### config.mk
export PLATFORM = sky130hd
export DESIGN_NAME = line_rasterizer_with_clipping
export DESIGN_NICKNAME = d
export VERILOG_FILES = /design/src/rtl/lrc_pkg.sv /design/src/rtl/line_rasterizer_with_clipping.sv /design/src/rtl/lrc_stepper.sv /design/src/rtl/lrc_pixel_map.sv
export SDC_FILE = /design/constraint.sdc
export NUM_CORES = 1
export LEC_CHECK = 0
export ABC_AREA = 1
export BUFFER_PORTS_ARGS = -buffer_cell sky130_fd_sc_hd__buf_2
export CORE_ASPECT_RATIO = 0.6
export CORE_UTILIZATION = 63
export DETAILED_ROUTE_END_ITERATION = 10
export GPL_TIMING_DRIVEN = 0
export PLACE_DENSITY = 0.8
export SETUP_SLACK_MARGIN = 0.15
export SLEW_MARGIN = 20
export SYNTH_ARGS = -nofsm -noshare
export SYNTH_HDL_FRONTEND = slang
export SYNTH_SLANG_ARGS = --single-unit
export TNS_END_PERCENT = 100
### constraint.sdc
create_clock -name clk -period 7.12 [get_ports clk]
set_input_delay 0.356 -clock clk [delete_from_list [all_inputs] [get_ports clk]]
set_output_delay 0.356 -clock clk [all_outputs]
set_load 0.02 [all_outputs]
### src/rtl/lrc_pkg.sv
// Shared constants, register codes and the configuration struct of the line rasterizer.
package lrc_pkg;

	// Default coordinate width (two's complement)
	localparam int COORD_BITS_DEF = 12;

	// Fixed field widths
	localparam int CFG_BITS     = 11;
	localparam int ADDR_BITS    = 22;
	localparam int COLOR_BITS   = 8;
	localparam int CFG_IDX_BITS = 2;

	// Configuration register indexes
	localparam logic [CFG_IDX_BITS-1:0] CFG_SCREEN_WIDTH   = 2'd0;
	localparam logic [CFG_IDX_BITS-1:0] CFG_SCREEN_HEIGHT  = 2'd1;
	localparam logic [CFG_IDX_BITS-1:0] CFG_LINE_PITCH     = 2'd2;
	localparam logic [CFG_IDX_BITS-1:0] CFG_ROTATE_DISPLAY = 2'd3;

	// Register reset values
	localparam logic [CFG_BITS-1:0] RST_SCREEN_WIDTH  = 11'd360;
	localparam logic [CFG_BITS-1:0] RST_SCREEN_HEIGHT = 11'd240;
	localparam logic [CFG_BITS-1:0] RST_LINE_PITCH    = 11'd360;

	// Command codes
	localparam logic CMD_START = 1'b0;
	localparam logic CMD_STEP  = 1'b1;

	// Current register set
	typedef struct packed {
		logic [CFG_BITS-1:0] screen_width;
		logic [CFG_BITS-1:0] screen_height;
		logic [CFG_BITS-1:0] line_pitch;
		logic                rotate_display;
	} cfg_t;

endpackage

### src/rtl/line_rasterizer_with_clipping.sv
// Top level of the clipping Bresenham line rasterizer.
// A start item (cmd 0) loads the endpoints and color and yields no result; each step item
// (cmd 1) while a line is active yields one pixel, from the endpoint with the lower major-axis
// coordinate to the other, with last set on the final one; a step with no active line yields
// nothing. One item is taken per clock cycle, starts and steps alike, while out_ready does not
// hold the pipeline back, as the Bresenham stepper computes its next error term combinationally.
// A pixel passes the step register, the multiply stage and the output register, in that order,
// before it is on the output. Register writes are taken at any time, one per cycle, but
// should only be made while no pixel is in flight.
module line_rasterizer_with_clipping import lrc_pkg::*; #(
	parameter int COORD_BITS = COORD_BITS_DEF
) (
	input  logic                          clk,
	input  logic                          arst_n,
	// Configuration writes
	input  logic                          cfg_valid,
	output logic                          cfg_ready,
	input  logic        [CFG_IDX_BITS-1:0] cfg_index,
	input  logic        [CFG_BITS-1:0]    cfg_data,
	// Command items
	input  logic                          in_valid,
	output logic                          in_ready,
	input  logic                          cmd,
	input  logic signed [COORD_BITS-1:0]  start_x,
	input  logic signed [COORD_BITS-1:0]  start_y,
	input  logic signed [COORD_BITS-1:0]  end_x,
	input  logic signed [COORD_BITS-1:0]  end_y,
	input  logic        [COLOR_BITS-1:0]  pen_color,
	// Pixel items
	output logic                          out_valid,
	input  logic                          out_ready,
	output logic signed [COORD_BITS-1:0]  pixel_x,
	output logic signed [COORD_BITS-1:0]  pixel_y,
	output logic                          visible,
	output logic        [ADDR_BITS-1:0]   pixel_addr,
	output logic        [COLOR_BITS-1:0]  pixel_color,
	output logic                          last
);

	// Register set
	cfg_t cfg_q;

	assign cfg_ready = 1'b1;

	always_ff @(posedge clk or negedge arst_n) begin
		if (!arst_n) begin
			cfg_q.screen_width   <= RST_SCREEN_WIDTH;
			cfg_q.screen_height  <= RST_SCREEN_HEIGHT;
			cfg_q.line_pitch     <= RST_LINE_PITCH;
			cfg_q.rotate_display <= 1'b0;
		end else if (cfg_valid) begin
			unique case (cfg_index)
				CFG_SCREEN_WIDTH:   cfg_q.screen_width   <= cfg_data;
				CFG_SCREEN_HEIGHT:  cfg_q.screen_height  <= cfg_data;
				CFG_LINE_PITCH:     cfg_q.line_pitch     <= cfg_data;
				CFG_ROTATE_DISPLAY: cfg_q.rotate_display <= cfg_data[0];
			endcase
		end
	end

	// Mirror base (height-1)*pitch + width-1, refreshed every cycle
	logic [ADDR_BITS-1:0] base_q;

	always_ff @(posedge clk) begin
		base_q <= ADDR_BITS'(cfg_q.screen_height) * ADDR_BITS'(cfg_q.line_pitch)
		          - ADDR_BITS'(cfg_q.line_pitch) + ADDR_BITS'(cfg_q.screen_width)
		          - ADDR_BITS'(1);
	end

	// Input handshake and stepper
	logic                         in_fire, s1_free, map_ready, busy, cur_last;
	logic signed [COORD_BITS-1:0] cur_x, cur_y;
	logic        [COLOR_BITS-1:0] cur_color;

	assign in_ready = s1_free;
	assign in_fire  = in_valid && in_ready;

	lrc_stepper #(.COORD_BITS(COORD_BITS)) u_stepper (
		.clk       (clk),
		.arst_n    (arst_n),
		.fire      (in_fire),
		.cmd       (cmd),
		.start_x   (start_x),
		.start_y   (start_y),
		.end_x     (end_x),
		.end_y     (end_y),
		.pen_color (pen_color),
		.busy      (busy),
		.cur_x     (cur_x),
		.cur_y     (cur_y),
		.cur_color (cur_color),
		.cur_last  (cur_last)
	);

	// Step register: pixel taken from the stepper state
	logic                         valid_s1, last_s1;
	logic signed [COORD_BITS-1:0] px_s1, py_s1;
	logic        [COLOR_BITS-1:0] color_s1;
	logic                         emit;

	assign s1_free = !valid_s1 || map_ready;
	assign emit    = in_fire && (cmd == CMD_STEP) && busy;

	always_ff @(posedge clk or negedge arst_n) begin
		if (!arst_n) begin
			valid_s1 <= 1'b0;
		end else if (s1_free) begin
			valid_s1 <= emit;
		end
	end

	always_ff @(posedge clk) begin
		if (emit) begin
			px_s1    <= cur_x;
			py_s1    <= cur_y;
			color_s1 <= cur_color;
			last_s1  <= cur_last;
		end
	end

	lrc_pixel_map #(.COORD_BITS(COORD_BITS)) u_pixel_map (
		.clk         (clk),
		.arst_n      (arst_n),
		.cfg         (cfg_q),
		.base        (base_q),
		.pix_valid   (valid_s1),
		.pix_ready   (map_ready),
		.pix_x       (px_s1),
		.pix_y       (py_s1),
		.pix_color   (color_s1),
		.pix_last    (last_s1),
		.out_valid   (out_valid),
		.out_ready   (out_ready),
		.pixel_x     (pixel_x),
		.pixel_y     (pixel_y),
		.visible     (visible),
		.pixel_addr  (pixel_addr),
		.pixel_color (pixel_color),
		.last        (last)
	);

endmodule

### src/rtl/lrc_stepper.sv
// Bresenham line state: setup on a start item, one pixel per step item while a line is active.
module lrc_stepper import lrc_pkg::*; #(
	parameter int COORD_BITS = COORD_BITS_DEF
) (
	input  logic                         clk,
	input  logic                         arst_n,
	input  logic                         fire,
	input  logic                         cmd,
	input  logic signed [COORD_BITS-1:0] start_x,
	input  logic signed [COORD_BITS-1:0] start_y,
	input  logic signed [COORD_BITS-1:0] end_x,
	input  logic signed [COORD_BITS-1:0] end_y,
	input  logic        [COLOR_BITS-1:0] pen_color,
	output logic                         busy,
	output logic signed [COORD_BITS-1:0] cur_x,
	output logic signed [COORD_BITS-1:0] cur_y,
	output logic        [COLOR_BITS-1:0] cur_color,
	output logic                         cur_last
);

	localparam int C = COORD_BITS;

	logic signed [C-1:0] major_pos_q, minor_pos_q, major_end_q;
	logic signed [C+1:0] error_acc_q;
	logic        [C-1:0] major_delta_q, minor_delta_q;
	logic                minor_step_down_q, axes_swapped_q, busy_q;
	logic [COLOR_BITS-1:0] held_color_q;

	// Setup: deltas, steepness, endpoint order
	logic signed [C:0]   dx, dy, dx_neg, dy_neg;
	logic        [C-1:0] adx, ady;
	logic                steep, flip;
	logic signed [C-1:0] a_maj, a_min, b_maj, b_min, first_maj, first_min, last_maj, last_min;

	always_comb begin
		dx     = {end_x[C-1], end_x} - {start_x[C-1], start_x};
		dy     = {end_y[C-1], end_y} - {start_y[C-1], start_y};
		dx_neg = -dx;
		dy_neg = -dy;
		adx    = dx[C] ? dx_neg[C-1:0] : dx[C-1:0];
		ady    = dy[C] ? dy_neg[C-1:0] : dy[C-1:0];
		steep  = ady > adx;
		a_maj  = steep ? start_y : start_x;
		a_min  = steep ? start_x : start_y;
		b_maj  = steep ? end_y : end_x;
		b_min  = steep ? end_x : end_y;
		flip   = a_maj > b_maj;
		first_maj = flip ? b_maj : a_maj;
		first_min = flip ? b_min : a_min;
		last_maj  = flip ? a_maj : b_maj;
		last_min  = flip ? a_min : b_min;
	end

	// Step: error update and minor move
	logic signed [C+1:0] e_sum, e_next;
	logic signed [C+2:0] e_twice;
	logic                minor_move, is_last;

	always_comb begin
		e_sum      = error_acc_q + $signed({2'b00, minor_delta_q});
		e_twice    = {e_sum, 1'b0};
		minor_move = e_twice >= $signed({3'b000, major_delta_q});
		e_next     = minor_move ? e_sum - $signed({2'b00, major_delta_q}) : e_sum;
		is_last    = major_pos_q >= major_end_q;
	end

	always_ff @(posedge clk or negedge arst_n) begin
		if (!arst_n) begin
			major_pos_q       <= '0;
			minor_pos_q       <= '0;
			major_end_q       <= '0;
			error_acc_q       <= '0;
			major_delta_q     <= '0;
			minor_delta_q     <= '0;
			minor_step_down_q <= 1'b0;
			axes_swapped_q    <= 1'b0;
			held_color_q      <= '0;
			busy_q            <= 1'b0;
		end else if (fire) begin
			if (cmd == CMD_START) begin
				major_pos_q       <= first_maj;
				minor_pos_q       <= first_min;
				major_end_q       <= last_maj;
				error_acc_q       <= '0;
				major_delta_q     <= steep ? ady : adx;
				minor_delta_q     <= steep ? adx : ady;
				minor_step_down_q <= !(first_min < last_min);
				axes_swapped_q    <= steep;
				held_color_q      <= pen_color;
				busy_q            <= 1'b1;
			end else if (busy_q) begin
				if (is_last) begin
					busy_q <= 1'b0;
				end else begin
					major_pos_q <= major_pos_q + C'(1);
					error_acc_q <= e_next;
					if (minor_move) begin
						minor_pos_q <= minor_step_down_q ? minor_pos_q - C'(1)
						                                 : minor_pos_q + C'(1);
					end
				end
			end
		end
	end

	assign busy      = busy_q;
	assign cur_x     = axes_swapped_q ? minor_pos_q : major_pos_q;
	assign cur_y     = axes_swapped_q ? major_pos_q : minor_pos_q;
	assign cur_color = held_color_q;
	assign cur_last  = is_last;

endmodule

### src/rtl/lrc_pixel_map.sv
// Clipping and frame buffer address: a multiply stage and the output register.
module lrc_pixel_map import lrc_pkg::*; #(
	parameter int COORD_BITS = COORD_BITS_DEF
) (
	input  logic                         clk,
	input  logic                         arst_n,
	input  cfg_t                         cfg,
	input  logic        [ADDR_BITS-1:0]  base,
	input  logic                         pix_valid,
	output logic                         pix_ready,
	input  logic signed [COORD_BITS-1:0] pix_x,
	input  logic signed [COORD_BITS-1:0] pix_y,
	input  logic        [COLOR_BITS-1:0] pix_color,
	input  logic                         pix_last,
	output logic                         out_valid,
	input  logic                         out_ready,
	output logic signed [COORD_BITS-1:0] pixel_x,
	output logic signed [COORD_BITS-1:0] pixel_y,
	output logic                         visible,
	output logic        [ADDR_BITS-1:0]  pixel_addr,
	output logic        [COLOR_BITS-1:0] pixel_color,
	output logic                         last
);

	localparam int C  = COORD_BITS;
	localparam int CW = (C - 1 > CFG_BITS) ? C - 1 : CFG_BITS;

	// Handshake between stages
	logic out_free, s2_free;
	logic valid_s2, out_valid_q;

	assign out_free  = !out_valid_q || out_ready;
	assign s2_free   = !valid_s2 || out_free;
	assign pix_ready = s2_free;

	// Clip test and row offset product
	logic [CW-1:0] px_u, py_u;
	logic          vis;

	always_comb begin
		px_u = CW'(pix_x[C-2:0]);
		py_u = CW'(pix_y[C-2:0]);
		vis  = !pix_x[C-1] && !pix_y[C-1] &&
		       (px_u < CW'(cfg.screen_width)) && (py_u < CW'(cfg.screen_height)) &&
		       !((pix_x == '0) && (pix_y == '0));
	end

	logic                  vis_s2, last_s2;
	logic [ADDR_BITS-1:0]  prod_s2;
	logic [CFG_BITS-1:0]   pxl_s2;
	logic signed [C-1:0]   px_s2, py_s2;
	logic [COLOR_BITS-1:0] color_s2;

	always_ff @(posedge clk or negedge arst_n) begin
		if (!arst_n) begin
			valid_s2 <= 1'b0;
		end else if (s2_free) begin
			valid_s2 <= pix_valid;
		end
	end

	always_ff @(posedge clk) begin
		if (s2_free && pix_valid) begin
			vis_s2   <= vis;
			prod_s2  <= ADDR_BITS'(py_u[CFG_BITS-1:0]) * ADDR_BITS'(cfg.line_pitch);
			pxl_s2   <= px_u[CFG_BITS-1:0];
			px_s2    <= pix_x;
			py_s2    <= pix_y;
			color_s2 <= pix_color;
			last_s2  <= pix_last;
		end
	end

	// Offset, optional mirror, zero for clipped pixels
	logic [ADDR_BITS-1:0] offset, addr;

	always_comb begin
		offset = prod_s2 + ADDR_BITS'(pxl_s2);
		if (!vis_s2) begin
			addr = '0;
		end else if (cfg.rotate_display) begin
			addr = base - offset;
		end else begin
			addr = offset;
		end
	end

	logic signed [C-1:0]   px_q, py_q;
	logic                  vis_q, last_q;
	logic [ADDR_BITS-1:0]  addr_q;
	logic [COLOR_BITS-1:0] color_q;

	always_ff @(posedge clk or negedge arst_n) begin
		if (!arst_n) begin
			out_valid_q <= 1'b0;
		end else if (out_free) begin
			out_valid_q <= valid_s2;
		end
	end

	always_ff @(posedge clk) begin
		if (out_free && valid_s2) begin
			px_q    <= px_s2;
			py_q    <= py_s2;
			vis_q   <= vis_s2;
			addr_q  <= addr;
			color_q <= color_s2;
			last_q  <= last_s2;
		end
	end

	assign out_valid   = out_valid_q;
	assign pixel_x     = px_q;
	assign pixel_y     = py_q;
	assign visible     = vis_q;
	assign pixel_addr  = addr_q;
	assign pixel_color = color_q;
	assign last        = last_q;

endmodule

==> results.py, run 1 <==
metrics = {
    "logic_synthesis": {
        "avgSynthCellArea_sq_um": 8.085,
        "yosys-top-cells-area": "edfxtp_1 16%, ha_1 14%, fa_1 14%",
        "synth_edf_count": 145,
        "ys.flop_type": "edfxtp_1",
        "netlist-cell-type-count": 67,
        "async_reset_ff_share_pct": 42.21,
        "synth_seq_area_share_pct": 28.55,
        "syn_area_sq_mm": 0.02754,
        "syn_inst": 3406,
        "synth_top_area_cell": "edfxtp_1",
        "ys_ff_latch": 289,
        "ys_warn_count": 0,
        "yosysTopAreaCellShare_pct": 15.81,
    },
    "cells_and_area": {
        "final_cell_mix": "841 x nand2_1, 661 x inv_1, 303 x ha_1",
        "postLayoutCoreUtil_pct": 71.84,
        "final-seq-area_sq_mm": 0.007863,
        "finalNetCount": 4165,
        "multi_input_area_sq_mm": 0.01684,
        "instances_no_fill": 4194,
        "layout_commonest_cell": "nand2_1",
        "layout-drive-gt1-share_pct": 9.384,
        "finalInstanceArea_sq_mm": 0.03050,
        "syn2layout_area_growth_pct": 10.76,
        "fillers": 3281,
    },
    "global_routing": {
        "track_usage_pct": 40.25,
        "grt_max_degree": 78,
        "grt_pass1_vias": 23814,
        "grt_pass1_wl_microns": 135700,
        "antenna_found_initial": 2,
        "grt.overflow.total": 0,
    },
    "sta": {
        "worst_pin_slew_ns": 1.240,
        "finClkSkew_ns": 0.02323,
        "fmax_mhz": 152.9,
        "rsz0062_at_grt": "false",
        "slew_viol_final": 0,
        "period_minus_slack_ns": 6.540,
        "relSlewSlack_pct": 16.59,
        "timing.final.crit_share_pct": 91.85,
        "setup_ws_ns": 0.5803,
        "final_hold_viol_count": 0,
        "setup_viol": 0,
    },
    "routing": {
        "wire_per_inst_microns": 21.22,
        "routed_wl_microns": 89000,
        "vias_per_cell": 5.915,
        "wl_met2_microns": 33210,
        "top_layer_used": "met5",
        "dr.pass1.iters": 7,
        "drt_drc_violations_left": 0,
        "met1_length_microns": 38870,
        "drt_iter0_markers": 3165,
        "wl_met3_microns": 15510,
        "vias": 24808,
        "drtAntennaViolNets": 0,
    },
    "clock_network": {
        "clk_path_buf_depth": 3,
        "cts_buffers": 29,
        "clock-sinks": 289,
        "insertion_delay_ns": 0.60,
        "cts_root_buf": "clkbuf_16",
        "cts_max_level": 1,
        "clkTransAtPathRegs_ns": 0.07,
        "cts_tree": "done",
    },
    "floorplan": {
        "die_area_sq_mm": 0.04458,
        "die_h_microns": 163.9,
        "core_area_sq_mm": 0.04245,
        "boundaryPins": 134,
        "die_width_microns": 271.9,
        "start_util_pct": 64.86,
        "rows": 58,
    },
    "setup_path": {
        "path_common_cell": "nand2_1",
        "crit_type": "input port to register",
        "start_kind": "input port",
        "critPathRequiredTime_ns": 7.59,
        "end_kind": "register",
        "cp_max_fo": 10,
        "critical_path.max_stage_delay_ns": 0.40,
        "cp.arrival_ns": 7.01,
        "crit_slowest_cell": "fa_2",
    },
    "place": {
        "pre_cts_ws_ns": -0.5197,
        "gp_congestion": 1.059,
        "dp_hpwl_microns": 71810,
        "dp_cells": 4117,
        "portBuffers": 131,
        "placed_cell_area_sq_mm": 0.02908,
    },
    "run": {
        "drv_cap": 0,
    },
    "hold_path": {
        "min_path_type": "input port to register",
    },
    "outcome": {
        "status": "finished clean",
    },
}
[cell families (layout without fill, tap and decap cells)]
group / count (synthesis) / in the layout / share of synthesized area [%]
flops: 289 / 289 / 28.55
simple gates: 1162 / 1162 / 17.43
buf+inv: 773 / 988 / 10.85
other cells: 2 / 5 / 0.02727
mux: 6 / 6 / 0.2181
compound gates: 558 / 558 / 11.37
fa+ha+maj: 490 / 490 / 27.34
xor+xnor: 126 / 126 / 4.212
[synthesized netlist by cell type, types with 17 or more instances]
| cell | instances |
|---|---|
| a21oi_1 | 186 |
| clkbuf_1 | 76 |
| dfrtp_1 | 110 |
| dfxtp_1 | 22 |
| edfxtp_1 | 145 |
| fa_1 | 186 |
| ha_1 | 304 |
| inv_1 | 662 |
| nand2_1 | 845 |
| nand2_2 | 20 |
| nand3_1 | 98 |
| nand4_1 | 24 |
| nor2_1 | 104 |
| nor3_1 | 24 |
| o211ai_1 | 17 |
| o21ai_0 | 205 |
| o21ai_1 | 51 |
| xnor2_1 | 49 |
| xor2_1 | 71 |
[state kept, by name, indices dropped and copies added, names as in the netlist, 8 cells and up]
signal                   flops
u_stepper.minor_delta_q     12
u_pixel_map.pixel_x         12
u_pixel_map.pixel_addr      22
px_s1                       12
u_pixel_map.pixel_y         12
u_pixel_map.py_s2           12
u_pixel_map.pixel_color      8
u_stepper.minor_pos_q       12
u_stepper.major_pos_q       12
u_pixel_map.color_s2         8
base_q                      22
u_stepper.major_delta_q     12
py_s1                       12
u_pixel_map.prod_s2         22
u_stepper.error_acc_q       14
u_stepper.cur_color          8
u_pixel_map.px_s2           12
u_stepper.major_end_q       12
cfg_q                       34
color_s1                     8
[metal layers]
layer	track usage, %	up-vias
met4	7.074	4
met1	61.20	11812
li1	-	11222
met5	0	-
met3	18.23	151
met2	51.80	1619
[worst paths after layout]
check / startpoint / end / slack [ns] / cells past startpoint
worst max register to register: cfg_q[18]$_DFFE_PN1P_ / base_q[19]$_DFF_P_ / 0.72 / 22
worst max-delay path: end_x[0] / u_stepper.minor_step_down_q$_DFFE_PN0P_ / 0.58 / 50
worst min-delay path: out_ready / u_pixel_map.out_valid$_DFFE_PN0P_ / 0.08 / 4
worst min register to register: u_pixel_map.last_s2$_DFFE_PP_ / u_pixel_map.last$_DFFE_PP_ / 0.42 / 0
min in group asynchronous: arst_n / u_stepper.major_end_q[6]$_DFFE_PN0P_ / 0.25 / 2
max in group asynchronous: arst_n / u_stepper.error_acc_q[10]$_DFFE_PN0P_ / 6.09 / 3
[per-stage QoR]
step,setup TNS (ns),hold slack [ns]
2_1_floorplan,0,0.06041
3_3_place_gp,-0.3273,0.4007
3_5_place_dp,-0.5197,0.2828
4_1_cts,0,0.003388
5_1_grt,0,0.08966
6_report,0,0.07537
[final cells by class]
cell class | instances | area share [%]
inverter | 669 | 8.250
sequential | 289 | 25.78
tap | 570 | 2.338
clock buffer | 30 | 2.392
timing repair buffer | 161 | 3.315
multi-input combinational | 2346 | 55.21
antenna | 1 | 0.008205
buffer | 104 | 1.731
clock inverter | 24 | 0.9764
[worst max-delay path: cells and delay by family]
kind                       cells  cell delay (ns)
adders and majority gates      5             1.50
muxes                          1             0.23
buffers and inverters         10             1.25
AOI/OAI and AO/OA              3             0.37
and+or+nand+nor               31             3.29
[what timing repair did]
action                                 CTS  global route
setup buffers                            0            12
cloned                                   0             1
gates resized for setup                  5            53
endpoints found under the hold margin   50             1
hold buffers                             8             1
setup endpoints to repair                1             1
pin swaps                                0             6
Power of run 1 is not shown: default switching activity piles up to over one toggle a cycle in this logic, so the estimate is an artifact.
==> run 2: changes to the inputs <==
==> constraint.sdc (replaced) <==
create_clock -name clk -period 8.4 [get_ports clk]
set_input_delay 0.42 -clock clk [delete_from_list [all_inputs] [get_ports clk]]
set_output_delay 0.42 -clock clk [all_outputs]
set_load 0.02 [all_outputs]
==> results.py, run 2 (synthesis gave the netlist of run 1 again) <==
metrics = {
    "outcome": {
        "status": "finished clean",
    },
    "clock_network": {
        "post_cts_buffers": 0,
        "cts_max_level": 1,
        "clock-sinks": 289,
        "clk_path_buf_depth": 3,
        "cts_tree": "done",
        "cts_root_buf": "clkbuf_16",
        "cts_buffers": 29,
        "clkTransAtPathRegs_ns": 0.07,
        "insertion_delay_ns": 0.60,
    },
    "global_routing": {
        "grt_pass1_wl_microns": 135400,
        "grt_pass1_vias": 23753,
        "grt.overflow.total": 0,
        "antenna_found_initial": 2,
        "track_usage_pct": 40.19,
        "grt_max_degree": 78,
    },
    "run": {
        "drv_cap": 0,
    },
    "sta": {
        "finClkSkew_ns": 0.02338,
        "worst_pin_slew_ns": 1.132,
        "rsz0062_at_grt": "false",
        "slew_viol_final": 0,
        "period_minus_slack_ns": 7.339,
        "timing.final.crit_share_pct": 87.36,
        "relSlewSlack_pct": 23.83,
        "fmax_mhz": 136.3,
        "setup_viol": 0,
        "final_hold_viol_count": 0,
        "tns_ns": 0,
    },
    "setup_path": {
        "critPathRequiredTime_ns": 8.87,
        "end_kind": "register",
        "cp_max_fo": 10,
        "crit_slowest_cell": "fa_1",
        "crit_type": "input port to register",
        "timing.rr.start": "cfg_q[18]$_DFFE_PN1P_",
        "cp.arrival_ns": 7.81,
        "r2r_end": "base_q[21]$_DFF_P_",
        "start_kind": "input port",
        "crit_start": "end_x[0]",
        "regToRegSetupSlack_ns": 2.05,
        "reg2reg_depth": 20,
        "path_common_cell": "nand2_1",
        "critical_path.max_stage_delay_ns": 0.46,
    },
    "cells_and_area": {
        "syn2layout_area_growth_pct": 9.378,
        "finalNetCount": 4144,
        "fillers": 3307,
        "layout_commonest_cell": "nand2_1",
        "n_antenna_cell": 0,
        "final_cell_mix": "845 x nand2_1, 661 x inv_1, 304 x ha_1",
        "top_register": "cfg_q",
        "finalInstanceArea_sq_mm": 0.03012,
        "layout-drive-gt1-share_pct": 8.440,
        "largest_reg_flops": 34,
        "postLayoutCoreUtil_pct": 70.95,
    },
    "floorplan": {
        "boundaryPins": 134,
        "start_util_pct": 64.86,
        "die_width_microns": 271.9,
        "rows": 58,
        "die_h_microns": 163.9,
        "die_area_sq_mm": 0.04458,
        "core_area_sq_mm": 0.04245,
    },
    "place": {
        "portBuffers": 131,
        "dp_hpwl_microns": 71810,
        "placed_cell_area_sq_mm": 0.02908,
        "gp_congestion": 1.059,
    },
    "routing": {
        "drtAntennaViolNets": 0,
        "drt_iter0_markers": 3174,
        "drt_drc_violations_left": 0,
        "wire_per_inst_microns": 21.11,
        "vias": 24523,
        "routed_wl_microns": 88050,
        "dr.pass1.iters": 7,
        "vias_per_cell": 5.878,
    },
    "hold_path": {
        "holdCritStartpoint": "pen_color[0]",
        "min_path_type": "input port to register",
        "holdPathStages": 3,
        "holdPathEnd": "u_stepper.cur_color[0]$_DFFE_PN0P_",
    },
}
==> run 2: cell count changes in the layout (fill, tap and decap cells not counted), moves of 5 or more <==
cell,before,now
buf_2,138,146
o21ai_1,57,51
dlygate4sd3_1,9,1
o21ai_0,197,205
buf_4,22,9
buf_6,11,6
nor2_1,99,104
==> run 2: final cells by class <==
| type | count | area (sq um) | area share, % |
|---|---|---|---|
| multi-input cells | 2346 | 16710 | 55.48 |
| well taps | 570 | 713.2 | 2.368 |
| clock inverters | 24 | 297.8 | 0.9887 |
| inverters | 669 | 2516 | 8.354 |
| repair buffers | 140 | 815.8 | 2.709 |
| flip-flops and latches | 289 | 7863 | 26.11 |
| plain buffers | 104 | 474.2 | 1.574 |
| clock buffers | 30 | 729.5 | 2.422 |
==> run 2: routing by layer <==
layer  wire [microns]  global-route usage [%]  vias up
met5               27                       0        -
met4             1293                   7.048        4
met3            15240                   18.22      134
met2            32630                   51.57     1634
met1            38860                   61.22    11582
li1                 -                       -    11169
==> run 2: repair_timing <==
action | in CTS | in global routing
resized for setup | 0 | 0
hold endpoints to repair | 33 | 0
hold buffers | 1 | 0
==> run 2: worst max-delay path: cells and delay by family <==
kind                       cells  cell delay, ns
and+or+nand+nor               26            2.88
buffers and inverters         12            1.69
adders and majority gates      5            1.66
AOI/OAI and AO/OA              5            0.83
xor gates and xnor gates       1            0.32
==> run 2: how the worst max path moves through the flow <==
stage	endpoint	slack, ns
after floorplan	u_stepper.minor_step_down_q$_DFFE_PN0P_	2.22
final	u_stepper.minor_step_down_q$_DFFE_PN0P_	1.06
after global placement	u_stepper.minor_step_down_q$_DFFE_PN0P_	0.89
after CTS	u_stepper.minor_step_down_q$_DFFE_PN0P_	1.28
after global routing	u_stepper.minor_step_down_q$_DFFE_PN0P_	0.50
after detailed placement	u_stepper.minor_step_down_q$_DFFE_PN0P_	0.70
==> run 2: metrics by stage <==
stage	cells	setup WS (ns)	hold WS (ns)
after floorplan	3408	2.217	0.1244
after CTS	4172	1.275	0.01578
after global routing	4172	0.4985	0.02423
after detailed placement	4117	0.6963	0.3468
final	4172	1.061	0.02537
after global placement	4109	0.8887	0.4007
Power of run 2 is left out for the same reason.
